===== src/design/cmdu64_pkg.sv =====
`timescale 1ns / 1ps
// ----------------------------------------------------------------------------
// cmdu64_pkg
// Shared types and constants for the ceiling multiply-divide datapath.
// ----------------------------------------------------------------------------
package cmdu64_pkg;

    localparam int unsigned OpW   = 64;
    localparam int unsigned ProdW = 2 * OpW;
    localparam int unsigned HalfW = OpW / 2;

    typedef enum logic [1:0] {
        ST_OK       = 2'd0,
        ST_DIV_ZERO = 2'd1,
        ST_OVERFLOW = 2'd2
    } t_status;

    // One word in flight through the divider chain.
    typedef struct packed {
        logic              valid;
        t_status           status;
        logic [OpW-1:0]    rem;     // partial remainder, below the divisor
        logic [OpW-1:0]    divisor;
        logic [OpW-1:0]    nq;      // low product bits on top, quotient bits shifted in below
    } t_cell;

endpackage


===== src/design/cmdu64_cell.sv =====
`timescale 1ns / 1ps
// ----------------------------------------------------------------------------
// cmdu64_cell
// One restoring division step: shift in a product bit, trial subtract,
// emit one quotient bit.
// ----------------------------------------------------------------------------
module cmdu64_cell
    import cmdu64_pkg::*;
(
    input  logic  i_clk,
    input  logic  i_rst_n,
    input  logic  i_en,
    input  t_cell i_cell,
    output t_cell o_cell
);

    t_cell          r_cell;
    t_cell          n_cell;
    logic [OpW:0]   w_trial;
    logic [OpW+1:0] w_diff;
    logic           w_ge;

    always_comb begin
        w_trial = {i_cell.rem, i_cell.nq[OpW-1]};
        w_diff  = {1'b0, w_trial} - {2'b00, i_cell.divisor};
        w_ge    = ~w_diff[OpW+1];
        n_cell         = i_cell;
        n_cell.rem     = w_ge ? w_diff[OpW-1:0] : w_trial[OpW-1:0];
        n_cell.nq      = {i_cell.nq[OpW-2:0], w_ge};
    end

    always_ff @(posedge i_clk) begin
        if (!i_rst_n) begin
            r_cell.valid <= 1'b0;
        end else if (i_en) begin
            r_cell <= n_cell;
        end
    end

    assign o_cell = r_cell;

endmodule


===== config.mk =====
export PLATFORM = sky130hd
export DESIGN_NAME = cmdu64_cell
export DESIGN_NICKNAME = d
export VERILOG_FILES = /design/src/design/cmdu64_pkg.sv /design/src/design/cmdu64_cell.sv
export SDC_FILE = /design/constraint.sdc
export NUM_CORES = 1
export LEC_CHECK = 0
export BUFFER_PORTS_ARGS = -buffer_cell sky130_fd_sc_hd__clkbuf_2
export CAP_MARGIN = 20
export CORE_MARGIN = 10
export CORE_UTILIZATION = 54
export DETAILED_ROUTE_END_ITERATION = 10
export PLACE_DENSITY = 0.95
export REMOVE_ABC_BUFFERS = 1
export SYNTH_ARGS = -nofsm -noshare
export SYNTH_HDL_FRONTEND = slang
export SYNTH_SLANG_ARGS = --single-unit

===== constraint.sdc =====
create_clock -name i_clk -period 15.1 [get_ports i_clk]
set_clock_uncertainty 0.05 [all_clocks]
set_input_delay 2.265 -clock i_clk [delete_from_list [all_inputs] [get_ports i_clk]]
set_output_delay 2.265 -clock i_clk [all_outputs]
set_load 0.05 [all_outputs]

[After elaboration in Yosys (flattened, before gate mapping)]
Index checks and enable logic that the tools add are counted.
W data, S select, Z words.
Word-level totals
  flip-flop bits (word level): 195
  input bits: 198
  output and inout bits: 195
Cells by class
  add/sub/neg operators: 1
  reduce and logical (&&, ||, !) cells: 1
  bitwise logic cells: 1
  mux-type cells: 1
Operators by type and width (number)
  $sub A65 B64 Y66: 1
  $mux W64: 1
  $reduce_and A2 Y1: 1
  $not A1 Y1: 1

[Logic depth before layout (Yosys ltp)]
Gate-level depths: netlist of the first run.
  word-level depth: 2
  gate-level depth with buffers: 14
  gate-level depth less buffers: 14

[Worst setup path after synthesis of the first run]
Ideal clock, no wire load.
  kind: input port to flip-flop
  start: input i_en
  end: register r_cell (netlist bit o_cell[0]), enable pin
  arrival time: 6.669 ns
  slack: 7.804 ns
  buffers on the path: 0
  stages on the path: 1
  cells stage by stage: and2_1
On the way
  cells in the longest elaborated chain, start to end: 1
RTL lines
  from (decl): RTL line cmdu64_cell.sv:12  | input logic i_en,
  $reduce_and A2 Y1 (no line)
  to (signal assigned): RTL line cmdu64_cell.sv:36  | r_cell <= n_cell;
  to (decl): RTL line cmdu64_cell.sv:17  | t_cell r_cell;
Every way passes these cells.
A chain may end at the register's enable or synchronous reset.

==> results of run 1 <==
[cells in the final DEF (no fill, tap or decap), types with 11 or more instances in the layout]
master	count
ha_1	64
a21o_1	22
nand3_1	13
mux2_1	11
o21bai_1	14
xor2_1	21
clkbuf_16	17
inv_1	86
edfxtp_1	194
clkbuf_2	392
nor2_1	91
nand2_1	66
xnor2_1	36
o21ai_0	27
a21oi_1	130
nand4_1	12
[final cells by class]
class	instances	area [µm²]
multi-input combinational	622	4140
tap	260	325
clock buffer	18	429
clock inverter	14	164
timing repair buffer	396	1990
fill	1381	5610
inverter	86	323
sequential	195	5850
[critical path: stages]
cell and delay (ns):
clkbuf_2 0.09, inv_1 0.04, ha_1 0.37, o211ai_1 0.12, a21o_1 0.20, a21oi_1 0.27
a221o_1 0.27, a31oi_1 0.31, o31ai_2 0.52, a211oi_2 0.18, o31ai_4 0.21, buf_4 0.64
mux2_1 0.39
[kinds of logic after synthesis]
group           synth area share [%]
xor+xnor                        4.79
compound gates                  16.3
simple gates                    9.45
flops                           56.1
mux                             1.29
buf+inv                         4.16
fa+ha+maj                       7.88
[power by group]
group	switching (mW)	internal (mW)	total, mW
Combinational	0.326	0.132	0.458
Clock	0.223	0.237	0.461
Sequential	0.0133	0.652	0.665
Total	0.562	1.02	1.58
[per-stage QoR]
step                hold slack [ns]  total power, mW  instance area, µm²  instances  utilization [%]
floorplan                     0.693             1.01               10300        903                -
global placement              0.448             1.12               12600       1559             67.0
detailed placement            0.478             1.13               12600       1559             67.0
CTS                           0.501             1.58               13200       1591             70.2
global route                  0.540             1.64               13200       1591             70.2
finish                        0.500             1.58               13200       1591             70.2
[worst paths after layout]
kind,to,slack (ns),cells past startpoint
hold / removal,o_cell[194],0.50,2
setup / recovery,o_cell[136],9.28,13
hold reg to reg,o_cell[194],0.50,2
setup reg to reg,o_cell[194],14.44,2
[routing by layer]
metal  GRT usage [%]  wire (µm)  part of all wire [%]
met5               0         47                  0.14
met4            7.88        876                   2.6
met3            7.80       2790                   8.3
met2            43.4      16700                    50
met1            29.7      13000                    39
==> results.yml, run 1 <==
cts:
  cts_root_buffer: "clkbuf_16"
  cts_buffer_depth: 2
  clk_pin_slew_worst_paths_ns: 0.08
  clk_latency_ns: 0.43
  cts_resized: 0
  cts_made_buffers: 17
  clkSinkCount: 195
  holdBufCountCts: 0
  htreeDepth: 4
  cts_tree: "done"
  cts_setup_buffers: 0
synth:
  yosys-top-cells-count: "edfxtp_1 (194), a21oi_1 (130), nor2_1 (91)"
  synth.avg_cell_area_um2: 11.2
  yosysMostFrequentCell: "edfxtp_1"
  ys_types: 65
  syn_inst: 926
  synth_top_cell_area_share_pct: 55.9
  synth_area_leaders: "edfxtp_1 (56%), ha_1 (7.7%), a21oi_1 (6.2%)"
  synth-warning-count: 0
  synth-main-ff-cell: "edfxtp_1"
  netlist_area_um2: 10400
  yosysTopAreaCell: "edfxtp_1"
  synthArstFlopShare_pct: 0
  yosysSeqAreaShare_pct: 56.1
  synth-edff-count: 194
  ys_ff_latch: 195
drt:
  drtIter0Drc: 779
  drtAntennaViolNets: 0
  via_per_inst: 5.61
  drc: 0
  wl_per_cell_um: 21.0
  first_pass_iters: 5
  vias: 8932
  drt-total-wl_um: 33500
placement:
  place_congestion: 0.919
  dp_hpwl_um: 26900
  portBuffers: 392
  dpl_worst_slack_ns: 8.90
worst_setup_path:
  cp_max_fo: 74
  start_kind: "input pin"
  r2r-start: "o_cell[194]"
  cp-startpoint: "i_cell[68]"
  cp.required_ns: 15.23
  cp-end-kind: "flop"
  cp.arrival_ns: 5.95
  path_class: "input pin to flop"
die:
  top_level_ports: 393
  rows: 50
  die-width_um: 159
  die_height_um: 159
  start_util_pct: 55.3
  core-area_um2: 18800
  die_area_um2: 25200
pwr:
  vdd_ir_drop_max_v: 0.0000726
  leakage_nw: 5.95
  p_per_area_nw_per_um2: 120
timing:
  finalHoldViolations: 0
  rsz0062_at_grt: "no"
  worst_slack_ns: 9.28
  max_freq_mhz: 172
  slew_violations: 0
  tns_ns: 0
  tightest_slew_ns: 0.909
  setup_violations: 0
  min_period_ns: 5.82
  post-route-period-util_pct: 38.6
  slew_headroom_pct: 39.4
global_route:
  grt_max_degree: 75
  globalRouteOverflowTotal: 0
  grt.total_usage_pct: 25.3
  grt_pass1_wl_um: 50500
  grt_pass1_vias: 8875
  antenna_found_initial: 4
min_path:
  min_from: "o_cell[194]"
  hp-class: "flop to flop"
final_layout:
  largest_reg_flops: 195
  diodes: 0
  syn_to_final_growth_pct: 26.9
  layout.nets: 1581
  drive_gt1_share_pct: 33.5
flow_run:
  drv_cap: 0
status:
  status: "finished, final reports clean"
Power figures use the tool's default switching activity.
==> inputs of run 2 (changes only) <==
CORE_UTILIZATION = 45   (was 54)
PLACE_DENSITY = 0.85   (was 0.95)
clock period = 5.1 ns   (was 15.1 ns; I/O delays follow)
==> run 2 against run 1 <==
Against the previous run:
- core utilization down 12 points
- via count about the same
- worst hold slack lost 0.050 ns
- total power rose to 3.0 times the previous value
- clock power grew to 2.9 times the previous value
- largest power group unchanged
- critical endpoint is now o_cell[175]
- register-to-register slack lost 10 ns
==> results.yml, run 2 (synthesis results as in run 1) <==
timing:
  max_freq_mhz: 249
  min_period_ns: 4.01
  rsz0062_at_grt: "no"
  setup_violations: 0
  tns_ns: 0
  tightest_slew_ns: 0.919
  post-route-period-util_pct: 78.7
  slew_headroom_pct: 38.7
  hold_ws_ns: 0.450
  finalHoldViolations: 0
  slew_violations: 0
pwr:
  vdd_ir_drop_max_v: 0.000171
  swShare_pct: 36.1
  seqPwrFrac_pct: 42.1
  p_int_mw: 2.99
  total_power_mw: 4.68
  leakage_nw: 5.98
  power.net_switching_mw: 1.69
  p_per_area_nw_per_um2: 352
  p_clk_share_pct: 28.8
  p_comb_share_pct: 29.1
final_layout:
  largest_reg_flops: 195
  drive_gt1_share_pct: 33.7
  multi_input_area_um2: 4140
  stdcell_area_um2: 13300
  syn_to_final_growth_pct: 27.7
  final_cell_mix: "clkbuf_2 (392), edfxtp_1 (194), a21oi_1 (130)"
  nFillCells: 1933
  instances_no_fill: 1626
  regArea_um2: 5850
  final_common_cell: "clkbuf_2"
  layout.nets: 1585
worst_setup_path:
  r2r-start: "o_cell[194]"
  cp-end-kind: "flop"
  path_class: "input pin to flop"
  r2r_slack_ns: 4.43
  r2r-end: "o_cell[194]"
  cp_max_fo: 7
  r2r_cells: 2
  slowest_delay_ns: 0.58
  start_kind: "input pin"
  cp.arrival_ns: 4.14
  crit_slowest_cell: "o41ai_1"
  worstPathCellList: "clkbuf_2, inv_1, ha_1, nand4_1, nor4_1, inv_1, a211oi_1, nor4_1, or3_1, o41ai_1, a221oi_1, xnor2_1, mux2_1"
  cp.required_ns: 5.23
placement:
  place_congestion: 0.926
  portBuffers: 392
  place_inst: 1588
  dpl_cell_area_um2: 12700
  dp_hpwl_um: 27600
die:
  start_util_pct: 45.9
  rows: 55
  core-area_um2: 22700
  die_area_um2: 29600
  die-width_um: 172
  die_height_um: 172
  top_level_ports: 393
cts:
  cts_setup_buffers: 0
  clkSinkCount: 195
  cts_made_buffers: 17
  cts_tree: "done"
  cts_root_buffer: "clkbuf_16"
  holdBufCountCts: 0
  cts_buffer_depth: 2
  clk_latency_ns: 0.43
  htreeDepth: 4
  clk_pin_slew_worst_paths_ns: 0.08
  cts_resized: 0
global_route:
  antenna_found_initial: 5
  grt_pass1_vias: 8704
  grt.total_usage_pct: 21.7
  grt_max_degree: 69
  globalRouteOverflowTotal: 0
  grt_pass1_wl_um: 49100
drt:
  vias: 8924
  drtAntennaViolNets: 0
  drt-total-wl_um: 33900
  via_per_inst: 5.49
  drtIter0Drc: 758
  wl_per_cell_um: 20.8
  drc: 0
  first_pass_iters: 6
min_path:
  hp-class: "input pin to flop"
  holdPathEnd: "o_cell[25]"
  min_from: "i_cell[24]"
  holdPathStages: 1
status:
  status: "finished, final reports clean"
flow_run:
  drv_cap: 0
run 2: changes by cell type in the layout (fill, tap and decap cells not counted):
cell and delta:
clkinvlp_4 -2, clkbuf_1 -1, buf_4 +3, bufinv_16 -1, diode_2 +6, inv_8 -2, clkinv_8 +2, clkinv_4 -3
buf_12 +1, inv_6 +6, clkinv_1 +1
run 2: area by class of cell:
class | instances | area share (%)
Inverter | 86 | 2.43
Clock buffer | 17 | 3.20
Multi-Input combinational cell | 622 | 31.1
Tap cell | 285 | 2.68
Antenna cell | 6 | 0.113
Clock inverter | 15 | 1.19
Timing Repair Buffer | 400 | 15.3
Sequential cell | 195 | 44.0
run 2: worst max-delay path, delay by kind of cell:
kind | cells | cell delay [ns]
muxes | 1 | 0.29
AOI/OAI and AO/OA | 3 | 1.04
xor gates and xnor gates | 1 | 0.17
adders and majority gates | 1 | 0.43
buffers and inverters | 3 | 0.24
and+or+nand+nor | 4 | 1.18
run 2: worst max path at each step:
stage | startpoint | endpoint | slack, ns | depth (start not counted)
after floorplan | i_en | o_cell[0] | -0.70 | 1
after global placement | i_cell[88] | o_cell[175] | 0.77 | 13
after detailed placement | i_cell[88] | o_cell[175] | 0.68 | 13
after CTS | i_cell[88] | o_cell[175] | 1.15 | 13
after global routing | i_cell[85] | o_cell[175] | 0.86 | 13
final | i_cell[88] | o_cell[175] | 1.09 | 13
run 2: metal layers:
layer,GRT usage [%],vias to the layer above,routed length (µm)
met5,0,-,13
met4,7.98,2,776
met3,5.72,53,2890
met2,35.6,446,16800
met1,26.9,4220,13400
li1,-,4203,-
run 2: through the flow:
step / util (%) / setup WS (ns)
after floorplan: - / -0.696
after global routing: 58.5 / 0.861
after global placement: 55.9 / 0.766
after detailed placement: 55.9 / 0.682
final: 58.6 / 1.09
after CTS: 58.5 / 1.15
run 2: power groups by stage:
| stage | Sequential (mW) | Combinational [mW] | Clock [mW] |
|---|---|---|---|
| after floorplan | 2.46 | 0.526 | 0 |
| after global placement | 2.00 | 1.32 | 0 |
| after detailed placement | 2.00 | 1.35 | 0 |
| after CTS | 1.97 | 1.35 | 1.37 |
| after global routing | 1.98 | 1.45 | 1.44 |
| final | 1.97 | 1.36 | 1.35 |
